[src/nvr_pkg.sv]
// nvr_pkg: shared types, widths and constants of the nv21 to rgb normalizer
// no dependencies
package nvr_pkg;

  localparam int Y_W      = 8;
  localparam int DIFF_W   = 9;
  localparam int C14_W    = 25;
  localparam int PROD_W   = 42;
  localparam int SUM_W    = PROD_W + 1;
  localparam int OUT_W    = 24;
  localparam int CFG_W    = 16;
  localparam int CFG_IDX_W = 3;
  localparam int NUM_CH   = 3;
  localparam int NUM_PIX  = 4;
  localparam int POS_W    = 2;
  localparam int OUT_SHIFT = 18;

  localparam int CH_R = 0;
  localparam int CH_G = 1;
  localparam int CH_B = 2;

  // q2.14 color coefficients
  localparam logic signed [15:0] COEF_RV = 16'sd22938;
  localparam logic signed [15:0] COEF_GU = 16'sd5571;
  localparam logic signed [15:0] COEF_GV = 16'sd11633;
  localparam logic signed [15:0] COEF_BU = 16'sd29000;

  localparam logic signed [DIFF_W-1:0] CHROMA_BIAS = 9'sd128;

  localparam logic signed [SUM_W-1:0] RND_HALF = SUM_W'(64'sd1 <<< (OUT_SHIFT - 1));
  localparam logic signed [C14_W-1:0] OUT_MAX = 25'sd8388607;
  localparam logic signed [C14_W-1:0] OUT_MIN = -25'sd8388608;

  localparam logic [CFG_W-1:0] MEAN_RESET  = 16'd0;
  localparam logic [CFG_W-1:0] SCALE_RESET = 16'd4096;

  localparam logic [POS_W-1:0] POS_LAST = 2'd3;

  typedef enum logic [CFG_IDX_W-1:0] {
    REG_RED_MEAN    = 3'd0,
    REG_GREEN_MEAN  = 3'd1,
    REG_BLUE_MEAN   = 3'd2,
    REG_RED_SCALE   = 3'd3,
    REG_GREEN_SCALE = 3'd4,
    REG_BLUE_SCALE  = 3'd5
  } cfg_reg_e;

  typedef logic signed [C14_W-1:0] c14_t;

  typedef struct packed {
    logic [POS_W-1:0] pos;
    logic             last;
  } tag_t;

  typedef struct packed {
    logic [Y_W-1:0]    y;
    logic [DIFF_W-1:0] dv;
    logic [DIFF_W-1:0] du;
    tag_t              tag;
  } pix_t;

  typedef struct packed {
    logic [NUM_CH-1:0][CFG_W-1:0] mean;
    logic [NUM_CH-1:0][CFG_W-1:0] scale;
  } cfg_t;

endpackage

[src/nvr_serial.sv]
// nvr_serial: holds one 2x2 group and emits its four pixels one per cycle while adv_i is high
// depends on nvr_pkg
module nvr_serial (
  input  logic                   clk_i,
  input  logic                   rst_ni,
  input  logic                   adv_i,
  input  logic                   in_valid_i,
  output logic                   in_ready_o,
  input  logic [nvr_pkg::Y_W-1:0] luma_top_left_i,
  input  logic [nvr_pkg::Y_W-1:0] luma_top_right_i,
  input  logic [nvr_pkg::Y_W-1:0] luma_bottom_left_i,
  input  logic [nvr_pkg::Y_W-1:0] luma_bottom_right_i,
  input  logic [nvr_pkg::Y_W-1:0] chroma_v_i,
  input  logic [nvr_pkg::Y_W-1:0] chroma_u_i,
  output logic                   pix_valid_o,
  output nvr_pkg::pix_t          pix_o
);
  import nvr_pkg::*;

  logic                  busy_q, busy_d;
  logic [POS_W-1:0]      cnt_q, cnt_d;
  logic [Y_W-1:0]        luma_q [NUM_PIX];
  logic [DIFF_W-1:0]     dv_q, du_q;
  logic                  load;
  logic                  step;

  assign step       = adv_i && busy_q;
  assign in_ready_o = !busy_q || (step && (cnt_q == POS_LAST));
  assign load       = in_valid_i && in_ready_o;

  always_comb begin
    busy_d = busy_q;
    cnt_d  = cnt_q;
    if (step) begin
      cnt_d = cnt_q + 2'd1;
      if (cnt_q == POS_LAST) begin
        busy_d = 1'b0;
      end
    end
    if (load) begin
      busy_d = 1'b1;
    end
  end

  always_ff @(posedge clk_i or negedge rst_ni) begin
    if (!rst_ni) begin
      busy_q <= 1'b0;
      cnt_q  <= '0;
    end else begin
      busy_q <= busy_d;
      cnt_q  <= cnt_d;
    end
  end

  always_ff @(posedge clk_i) begin
    if (load) begin
      luma_q[0] <= luma_top_left_i;
      luma_q[1] <= luma_top_right_i;
      luma_q[2] <= luma_bottom_left_i;
      luma_q[3] <= luma_bottom_right_i;
      dv_q      <= $signed({1'b0, chroma_v_i}) - CHROMA_BIAS;
      du_q      <= $signed({1'b0, chroma_u_i}) - CHROMA_BIAS;
    end
  end

  always_comb begin
    pix_valid_o  = busy_q;
    pix_o.y      = luma_q[cnt_q];
    pix_o.dv     = dv_q;
    pix_o.du     = du_q;
    pix_o.tag.pos  = cnt_q;
    pix_o.tag.last = (cnt_q == POS_LAST);
  end

endmodule

[src/nvr_csc.sv]
// nvr_csc: two-stage color conversion of one pixel to q.14 rgb
// depends on nvr_pkg
module nvr_csc (
  input  logic           clk_i,
  input  logic           rst_ni,
  input  logic           adv_i,
  input  logic           pix_valid_i,
  input  nvr_pkg::pix_t  pix_i,
  output logic           c14_valid_o,
  output nvr_pkg::tag_t  tag_o,
  output nvr_pkg::c14_t  c14_o [nvr_pkg::NUM_CH]
);
  import nvr_pkg::*;

  logic           s1_vld_q, s2_vld_q;
  tag_t           s1_tag_q, s2_tag_q;
  logic [Y_W-1:0] s1_y_q;
  c14_t           s1_off_q [NUM_CH];
  c14_t           s1_off_d [NUM_CH];
  c14_t           s2_c14_q [NUM_CH];
  c14_t           y14;
  logic signed [DIFF_W-1:0] dv, du;

  // chroma offsets, constant multiplies on 9-bit differences
  always_comb begin
    dv = $signed(pix_i.dv);
    du = $signed(pix_i.du);
    s1_off_d[CH_R] = C14_W'(COEF_RV) * C14_W'(dv);
    s1_off_d[CH_G] = c14_t'(0) - C14_W'(COEF_GU) * C14_W'(du) - C14_W'(COEF_GV) * C14_W'(dv);
    s1_off_d[CH_B] = C14_W'(COEF_BU) * C14_W'(du);
  end

  assign y14 = $signed({3'b000, s1_y_q, 14'd0});

  always_ff @(posedge clk_i or negedge rst_ni) begin
    if (!rst_ni) begin
      s1_vld_q <= 1'b0;
      s2_vld_q <= 1'b0;
    end else if (adv_i) begin
      s1_vld_q <= pix_valid_i;
      s2_vld_q <= s1_vld_q;
    end
  end

  always_ff @(posedge clk_i) begin
    if (adv_i) begin
      s1_y_q   <= pix_i.y;
      s1_tag_q <= pix_i.tag;
      s2_tag_q <= s1_tag_q;
      for (int k = 0; k < NUM_CH; k++) begin
        s1_off_q[k] <= s1_off_d[k];
        s2_c14_q[k] <= y14 + s1_off_q[k];
      end
    end
  end

  assign c14_valid_o = s2_vld_q;
  assign tag_o       = s2_tag_q;
  assign c14_o       = s2_c14_q;

endmodule

[src/nvr_norm.sv]
// nvr_norm: mean subtract, scale multiply, round and saturate, three stages
// depends on nvr_pkg; the last stage is the block's output register
module nvr_norm (
  input  logic                     clk_i,
  input  logic                     rst_ni,
  input  logic                     adv_i,
  input  nvr_pkg::cfg_t            cfg_i,
  input  logic                     c14_valid_i,
  input  nvr_pkg::tag_t            tag_i,
  input  nvr_pkg::c14_t            c14_i [nvr_pkg::NUM_CH],
  output logic                     out_valid_o,
  output nvr_pkg::tag_t            tag_o,
  output logic [nvr_pkg::OUT_W-1:0] rgb_o [nvr_pkg::NUM_CH]
);
  import nvr_pkg::*;

  logic                     s3_vld_q, s4_vld_q, s5_vld_q;
  tag_t                     s3_tag_q, s4_tag_q, s5_tag_q;
  c14_t                     s3_d_q   [NUM_CH];
  logic signed [PROD_W-1:0] s4_p_q   [NUM_CH];
  logic [OUT_W-1:0]         s5_out_q [NUM_CH];
  logic [OUT_W-1:0]         s5_out_d [NUM_CH];

  // round half up, arithmetic shift is floor, then clamp
  always_comb begin
    logic signed [SUM_W-1:0] rsum;
    logic signed [SUM_W-1:0] rsh;
    logic signed [C14_W-1:0] r;
    for (int k = 0; k < NUM_CH; k++) begin
      rsum = SUM_W'(s4_p_q[k]) + RND_HALF;
      rsh  = rsum >>> OUT_SHIFT;
      r    = $signed(rsh[C14_W-1:0]);
      if (r > OUT_MAX) begin
        s5_out_d[k] = OUT_MAX[OUT_W-1:0];
      end else if (r < OUT_MIN) begin
        s5_out_d[k] = OUT_MIN[OUT_W-1:0];
      end else begin
        s5_out_d[k] = r[OUT_W-1:0];
      end
    end
  end

  always_ff @(posedge clk_i or negedge rst_ni) begin
    if (!rst_ni) begin
      s3_vld_q <= 1'b0;
      s4_vld_q <= 1'b0;
      s5_vld_q <= 1'b0;
    end else if (adv_i) begin
      s3_vld_q <= c14_valid_i;
      s4_vld_q <= s3_vld_q;
      s5_vld_q <= s4_vld_q;
    end
  end

  always_ff @(posedge clk_i) begin
    if (adv_i) begin
      s3_tag_q <= tag_i;
      s4_tag_q <= s3_tag_q;
      s5_tag_q <= s4_tag_q;
      for (int k = 0; k < NUM_CH; k++) begin
        s3_d_q[k]   <= c14_i[k] - $signed({3'b000, cfg_i.mean[k], 6'd0});
        s4_p_q[k]   <= PROD_W'(s3_d_q[k]) * $signed(PROD_W'(cfg_i.scale[k]));
        s5_out_q[k] <= s5_out_d[k];
      end
    end
  end

  assign out_valid_o = s5_vld_q;
  assign tag_o       = s5_tag_q;
  assign rgb_o       = s5_out_q;

endmodule

[src/nv21_to_rgb_normalize.sv]
// nv21_to_rgb_normalize: nv21 2x2 group to four normalized rgb pixels
// depends on nvr_pkg, nvr_serial, nvr_csc, nvr_norm
// path: a group enters the group register, then each pixel runs through stages 1 to 5
// throughput: one pixel per cycle while the sink takes them, set by the
// single result channel that the group serializer feeds
// reset: clears all valid bits and the pixel counter, means to 0, scales to 4096
module nv21_to_rgb_normalize (
  input  logic                             clk_i,
  input  logic                             rst_ni,
  // configuration write channel
  input  logic                             cfg_valid_i,
  output logic                             cfg_ready_o,
  input  logic [nvr_pkg::CFG_IDX_W-1:0]    cfg_index_i,
  input  logic [nvr_pkg::CFG_W-1:0]        cfg_data_i,
  // group input channel
  input  logic                             in_valid_i,
  output logic                             in_ready_o,
  input  logic [nvr_pkg::Y_W-1:0]          luma_top_left_i,
  input  logic [nvr_pkg::Y_W-1:0]          luma_top_right_i,
  input  logic [nvr_pkg::Y_W-1:0]          luma_bottom_left_i,
  input  logic [nvr_pkg::Y_W-1:0]          luma_bottom_right_i,
  input  logic [nvr_pkg::Y_W-1:0]          chroma_v_i,
  input  logic [nvr_pkg::Y_W-1:0]          chroma_u_i,
  // pixel output channel
  output logic                             out_valid_o,
  input  logic                             out_ready_i,
  output logic signed [nvr_pkg::OUT_W-1:0] red_out_o,
  output logic signed [nvr_pkg::OUT_W-1:0] green_out_o,
  output logic signed [nvr_pkg::OUT_W-1:0] blue_out_o,
  output logic [nvr_pkg::POS_W-1:0]        pixel_position_o,
  output logic                             group_end_o
);
  import nvr_pkg::*;

  cfg_t             cfg_q, cfg_d;
  logic             adv;
  logic             pix_valid;
  pix_t             pix;
  logic             c14_valid;
  tag_t             c14_tag;
  c14_t             c14 [NUM_CH];
  tag_t             out_tag;
  logic [OUT_W-1:0] rgb [NUM_CH];

  // the whole pipeline moves as one: it only holds while a finished pixel
  // sits in the output register and the sink is not taking it
  assign adv = !out_valid_o || out_ready_i;

  // configuration registers, always writable; writes beyond the list drop
  assign cfg_ready_o = 1'b1;

  always_comb begin
    cfg_d = cfg_q;
    if (cfg_valid_i) begin
      case (cfg_reg_e'(cfg_index_i))
        REG_RED_MEAN:    cfg_d.mean[CH_R]  = cfg_data_i;
        REG_GREEN_MEAN:  cfg_d.mean[CH_G]  = cfg_data_i;
        REG_BLUE_MEAN:   cfg_d.mean[CH_B]  = cfg_data_i;
        REG_RED_SCALE:   cfg_d.scale[CH_R] = cfg_data_i;
        REG_GREEN_SCALE: cfg_d.scale[CH_G] = cfg_data_i;
        REG_BLUE_SCALE:  cfg_d.scale[CH_B] = cfg_data_i;
        default: begin
          cfg_d = cfg_q;
        end
      endcase
    end
  end

  always_ff @(posedge clk_i or negedge rst_ni) begin
    if (!rst_ni) begin
      for (int k = 0; k < NUM_CH; k++) begin
        cfg_q.mean[k]  <= MEAN_RESET;
        cfg_q.scale[k] <= SCALE_RESET;
      end
    end else begin
      cfg_q <= cfg_d;
    end
  end

  // group register and pixel counter
  nvr_serial u_serial (
    .clk_i               (clk_i),
    .rst_ni              (rst_ni),
    .adv_i               (adv),
    .in_valid_i          (in_valid_i),
    .in_ready_o          (in_ready_o),
    .luma_top_left_i     (luma_top_left_i),
    .luma_top_right_i    (luma_top_right_i),
    .luma_bottom_left_i  (luma_bottom_left_i),
    .luma_bottom_right_i (luma_bottom_right_i),
    .chroma_v_i          (chroma_v_i),
    .chroma_u_i          (chroma_u_i),
    .pix_valid_o         (pix_valid),
    .pix_o               (pix)
  );

  // stages 1-2: chroma offsets, then luma add
  nvr_csc u_csc (
    .clk_i       (clk_i),
    .rst_ni      (rst_ni),
    .adv_i       (adv),
    .pix_valid_i (pix_valid),
    .pix_i       (pix),
    .c14_valid_o (c14_valid),
    .tag_o       (c14_tag),
    .c14_o       (c14)
  );

  // stages 3-5: mean, scale multiply, round and clamp into the output register
  nvr_norm u_norm (
    .clk_i       (clk_i),
    .rst_ni      (rst_ni),
    .adv_i       (adv),
    .cfg_i       (cfg_q),
    .c14_valid_i (c14_valid),
    .tag_i       (c14_tag),
    .c14_i       (c14),
    .out_valid_o (out_valid_o),
    .tag_o       (out_tag),
    .rgb_o       (rgb)
  );

  assign red_out_o        = $signed(rgb[CH_R]);
  assign green_out_o      = $signed(rgb[CH_G]);
  assign blue_out_o       = $signed(rgb[CH_B]);
  assign pixel_position_o = out_tag.pos;
  assign group_end_o      = out_tag.last;

endmodule

[config.mk]
export PLATFORM = sky130hd
export DESIGN_NAME = nv21_to_rgb_normalize
export DESIGN_NICKNAME = d
export VERILOG_FILES = /design/src/nvr_pkg.sv /design/src/nvr_serial.sv /design/src/nvr_csc.sv /design/src/nvr_norm.sv /design/src/nv21_to_rgb_normalize.sv
export SDC_FILE = /design/constraint.sdc
export NUM_CORES = 2
export LEC_CHECK = 0
export ABC_CLOCK_PERIOD_IN_PS = 13000
export BUFFER_PORTS_ARGS = -buffer_cell sky130_fd_sc_hd__buf_4
export CAP_MARGIN = 20
export CORE_ASPECT_RATIO = 0.8
export CORE_MARGIN = 5
export CORE_UTILIZATION = 45
export DETAILED_ROUTE_END_ITERATION = 6
export PLACE_DENSITY = 0.67
export SYNTH_ARGS = -nofsm -noshare
export SYNTH_HDL_FRONTEND = slang
export SYNTH_SLANG_ARGS = --single-unit
[constraint.sdc]
create_clock -name clk_i -period 13 [get_ports clk_i]
set_clock_uncertainty 0.15 [all_clocks]
set_input_delay 0.65 -clock clk_i [delete_from_list [all_inputs] [get_ports clk_i]]
set_output_delay 0.65 -clock clk_i [all_outputs]
set_load 0.01 [all_outputs]
# --- After elaboration in Yosys (flattened, before gate mapping) ---
# Memories as Yosys holds them, arrays and structs flattened. A register that Yosys moved wholly into a read port is not among the register bits.
# Index checks and enable logic that the tools add are counted.
totals:
  wordCells: 95
  in_bits: 72
  latchBits: 0
  rom_bits: 0
  regBits: 284
  memories: 4
  output_inout_bits: 78
  mem_bits_rw: 308
classes:
  n_shift: 0
  n_eq_ne: 6
  div_mod_pow: 0
  n_lt_le_gt_ge: 6
  n_reduce_logical: 17
  add_sub_neg: 14
  mul: 7
  mux: 10
  n_bitwise: 0
memory_table:
  columns: ["name", "depth", "word_bits", "rd", "rd_clocked_by_memory_dff", "wr", "line_no", "rtl"]
  rows:
  - ["u_norm.s4_p_q", 3, 42, 3, 0, 3, "nvr_norm.sv:20", "logic signed [PROD_W-1:0] s4_p_q [NUM_CH];"]
  - ["u_csc.s1_off_q", 3, 25, 3, 0, 3, "nvr_csc.sv:18", "c14_t s1_off_q [NUM_CH];"]
  - ["u_norm.s3_d_q", 3, 25, 3, 0, 3, "nvr_norm.sv:19", "c14_t s3_d_q [NUM_CH];"]
  - ["u_serial.luma_q", 4, 8, 1, 1, 4, "nvr_serial.sv:22", "logic [Y_W-1:0] luma_q [NUM_PIX];"]
op_table:
  columns: ["op", "n"]
  rows:
  - ["adder 42 x 19 -> 43 bit (second input constant)", 3]
  - ["multiplier 25 x 17 -> 42 bit", 3]
  - ["adder 23 x 25 -> 25 bit", 3]
  - ["greater-than comparator 25 x 24 -> 1 bit (second input constant)", 3]
  - ["< comparator 25 x 24 -> 1 bit (second input constant)", 3]
  - ["subtractor 25 x 23 -> 25 bit", 3]
  - ["2-to-1 mux 24 bit", 3]
  - ["multiplier 15 x 9 -> 24 bit (first input constant)", 2]
  - ["subtractor 1 x 25 -> 25 bit (first input constant)", 1]
  - ["subtractor 25 bit", 1]
  - ["multiplier 14 x 9 -> 23 bit (first input constant)", 1]
  - ["multiplier 13 x 9 -> 22 bit (first input constant)", 1]
  - ["subtractor 8 x 8 -> 9 bit (second input constant)", 2]
  - ["AND reduction 2 bit", 7]
  - ["2-to-1 mux 1 bit", 7]
  - ["== test 3 x 2 -> 1 bit (second input constant)", 2]
  - ["== test 3 bit (second input constant)", 2]
  - ["nonzero test 2 bit", 2]
  - ["== test 3 x 1 -> 1 bit (second input constant)", 1]
  - ["logical AND 1 bit", 3]
  - ["zero test 3 bit", 1]
  - ["adder 2 x 1 -> 2 bit (second input constant)", 1]
  - ["== test 2 bit (second input constant)", 1]
  - ["zero test 1 bit", 2]
  - ["logical OR 1 bit", 2]

# --- Logic depth before layout (Yosys ltp) ---
logic_depth:
  word_depth: 8
  ltp_mapped: 31
  mapped_depth_nobuf: 30

# --- Modules after synthesis ---
# Synthesis repeated with hierarchy kept, for this count alone.
unflattened:
  hier_cells: 7128
  hier_area_um2: 73321.6
modules_own_cells:
  columns: ["mod", "n_inst", "cells_per_inst", "area_each_um2"]
  rows:
  - ["nvr_norm", 1, 5549, 52595.4]
  - ["nvr_csc", 1, 1296, 15107.0]
  - ["nv21_to_rgb_normalize", 1, 210, 3823.7]
  - ["nvr_serial", 1, 73, 1795.5]

# --- Worst setup path before layout ---
# Ideal clock, no wire load.
synth_path:
  path_type: "input to register"
  start: "input port out_ready_i"
  end: "register u_serial.du_q[0] (enable)"
  n_path_buf: 1
  setup_slack_ps: -728
  arrival_ps: 13168
  cell_stages: 5
  path_cell_list: "nand2b_1 clkbuf_1 nand2_1 nand2_1 and2_1"
synth_between:
  elab_chain_len: 5
synth_lines:
  columns: ["item", "line_no", "rtl"]
  rows:
  - ["start: declaration", "nv21_to_rgb_normalize.sv:26", "input logic out_ready_i,"]
  - ["logical OR 1 bit", "nv21_to_rgb_normalize.sv:47", "assign adv = !out_valid_o || out_ready_i;"]
  - ["logical AND 1 bit", "nvr_serial.sv:27", "assign step = adv_i && busy_q;"]
  - ["logical AND 1 bit", "nvr_serial.sv:28", "assign in_ready_o = !busy_q || (step && (cnt_q == POS_LAST));"]
  - ["logical OR 1 bit", "nvr_serial.sv:28", null]
  - ["net in_ready_o", "nv21_to_rgb_normalize.sv:17", "output logic in_ready_o,"]
  - ["logical AND 1 bit", "nvr_serial.sv:29", "assign load = in_valid_i && in_ready_o;"]
  - ["end signal: assignment", "nvr_serial.sv:62", "du_q <= $signed({1'b0, chroma_u_i}) - CHROMA_BIAS;"]
  - ["end: declaration", "nvr_serial.sv:23", "logic [DIFF_W-1:0] dv_q, du_q;"]
# The timed path passes the listed nets, and every way through them passes these cells.
# A chain may end at the register's enable or synchronous reset.

==> out/qor.yml <==
cells_and_area:
  nets: 8964
  final_cell_area_sq_um: 75900
  syn_to_final_growth_pct: 8.17
  drive_gt1_frac: 0.0543
worst_setup_path:
  max_stage_delay_ns: 1.08
  crit_chain: "nand2_1 -> fa_1 -> inv_1 -> fa_1 -> inv_1 -> fa_1 -> inv_1 -> fa_1 -> fa_1 -> inv_1 -> fa_1 -> inv_1 -> ha_1 -> o211ai_1 -> o21ai_2 -> o211a_1 -> nor2_1 -> o31ai_1 -> a21oi_1 -> o311ai_1 -> a21oi_1 -> xnor2_1"
  path_class: "flip-flop to flip-flop"
  crit_path_start: "cfg_q[2]"
  worstPathMaxFanout: 25
  slowest_stage: "dfrtp_1"
  crit_buf_inv: 5
  endpoint_kind: "flip-flop"
  crit_family: "adder cells"
  r2r-start: "cfg_q[2]"
  start_kind: "flip-flop"
  crit_top_cell: "fa_1"
  crit_arrival_ns: 7.88
  required_ns: 13.23
clock_network:
  clk_pin_slew_ns: 0.06
  clock_latency_ns: 0.71
  cts.sinks: 535
  cts_buffers: 59
  root_buffer: "clkbuf_16"
  htreeDepth: 2
  cts_tree: "built"
  clockBufferDepth: 3
logic_synthesis:
  synth_largest_area_cell: "fa_1"
  ys.flop_type: "edfxtp_1"
  synthCells: 6934
  synth_edf_count: 431
  synth_warnings: 0
  ys_top_cells_by_area: "fa_1 (34%), edfxtp_1 (18%), ha_1 (12%)"
  synth.cell_area_sq_um: 70200
  synth_nets: 8879
  synth.avg_cell_area_sq_um: 10.1
  async_reset_ff_frac: 0.194
  yosysSeqAreaShare: 0.221
  synth.distinct_cells: 76
  ys_seq_elements: 535
  synth_top_area_frac: 0.345
place:
  hpwl_microns: 128000
  dpl_cell_area_sq_um: 73400
  finalWeightedCongestion: 0.888
  numPortBuffers: 148
floorplanning:
  die_h_microns: 363
  rows: 129
  die-width_microns: 452
  core_sq_um: 155000
  floorplan.initialDensity: 0.454
  die_area_sq_um: 164000
  ioPinCount: 150
sta:
  drv_slew: 0
  tns_ns: 0
  fmax_mhz: 131
  finalHoldViolCount: 0
  relSlewSlack: 0.260
  finalSetupViolCount: 0
  period_needed_ns: 7.65
  tightest_slew_ns: 1.11
  rsz0062_at_grt: "no"
  holdWs_ns: 0.0447
  period_share: 0.588
routing:
  first_pass_iters: 6
  drt_iter0_markers: 2904
  vias_per_cell: 5.06
  drt-total-wl_microns: 161000
  via_count: 46000
  remaining_drc_errors: 0
  wl_per_cell_microns: 17.7
  antenna_violating_nets_post_route: 0
global_route:
  grt_pass1_wl_microns: 267000
  grt.overflow.total: 0
  grt_usage: 0.202
  antenna_found_initial: 4
  grt_start_max_net_pins: 168
  grt_pass1_vias: 49500
run_status:
  status: "complete, no violations"
run:
  max_cap_viol_count: 0
min_path:
  min_path_type: "primary input to flip-flop"
  hold_start: "chroma_u_i[3]"
-- area by class of cell --
class,instances,area [sq um]
Fill cell,14000,78800
Multi-Input combinational cell,4513,47600
Sequential cell,535,15500
Inverter,1679,6300
Tap cell,2030,2540
Timing Repair Buffer,231,1870
Clock buffer,86,1690
Clock inverter,25,392
Antenna cell,2,5.00
-- worst paths after layout --
path,endpoint,slack [ns],cells past startpoint
max,u_norm.s4_p_q[0][37],5.35,22
max in group asynchronous,cfg_q[57],10.89,3
max reg2reg,u_norm.s4_p_q[0][37],5.35,22
min,u_serial.du_q[3],0.04,1
min reg2reg,u_csc.c14_o[13],0.26,0
min in group asynchronous,u_serial.pix_valid_o,0.31,2
-- state kept, by name (all words and copies together), names as in the netlist, 8 cells and up --
register	cells
u_serial.du_q	8
u_serial.luma_q	32
u_norm.s4_p_q	75
u_csc.c14_o	71
u_csc.s1_y_q	8
cfg_q	96
u_serial.dv_q	8
u_norm.rgb_o	72
u_norm.s3_d_q	71
u_csc.s1_off_q	71
-- stage by stage --
step | setup slack, ns | cells | utilization
finish | 5.35 | 9101 | 0.491
global route | 4.80 | 9101 | 0.491
CTS | 5.39 | 9098 | 0.491
detailed placement | 5.42 | 8941 | 0.474
global placement | 5.49 | 8941 | 0.474
floorplan | 5.16 | 6934 | -
-- Yosys cell counts (8+ instances only) --
master and n:
xnor2_1 201, clkbuf_1 203, o21ai_0 134, a211oi_1 18
o21bai_1 38, ha_1 664, fa_1 1209, xor2_1 108
nor2_1 134, o21a_1 17, nand2b_1 23, and4_1 9
nor3_1 31, a31oi_1 8, mux4_2 8, and2_1 416
a21oi_1 157, and3_1 27, nand3_1 73, inv_1 1678
mux2_2 55, nand2_1 927, nor2b_1 37, edfxtp_1 431
a41oi_1 8, nand4_1 21, or2_2 17, dfrtp_1 101
a21o_1 59, or3_1 11
-- layer usage --
metal / GRT usage / share of wire / vias up
met1: 0.292 / 0.45 / 23200
met4: 0.0413 / 0.021 / 0
li1: - / - / 21300
met5: 0 / 0 / -
met2: 0.323 / 0.45 / 1395
met3: 0.0369 / 0.073 / 173
-- kinds of logic (layout without fill, tap and decap cells) --
group / Yosys count / in the layout / synth area share
buffers and inverters: 1886 / 2021 / 0.101
XOR/XNOR: 309 / 309 / 0.0385
multiplexers: 66 / 66 / 0.0118
adder cells (fa/ha/maj): 1873 / 1873 / 0.463
AO/OA/AOI/OAI: 522 / 522 / 0.0480
AND/OR/NAND/NOR: 1742 / 1742 / 0.116
other: 1 / 3 / 0.0000534
flip-flops: 535 / 535 / 0.221
-- layout by cell type, fill, tap and decap left out, types with 27 or more instances in the layout --
cell type	n
inv_1	1678
nand2_1	927
nor2_1	132
xnor2_1	201
xor2_1	108
dfrtp_1	101
buf_4	183
o21bai_1	38
ha_1	664
edfxtp_1	431
clkbuf_16	61
and2_1	415
fa_1	1209
o21ai_0	134
a21o_1	59
mux2_2	55
nor3_1	30
nand3_1	73
and3_1	27
dlygate4sd3_1	46
nor2b_1	37
a21oi_1	157
-- what timing repair did --
action                                 in CTS  in global routing
buffers inserted                            0                  0
hold buffers                               46                  0
gates resized for setup                     0                  0
setup endpoints to repair                   0                  0
endpoints found under the hold margin      79                  0
Power is not shown: default switching activity piles up to over one toggle a cycle in this logic, so the estimate is an artifact.
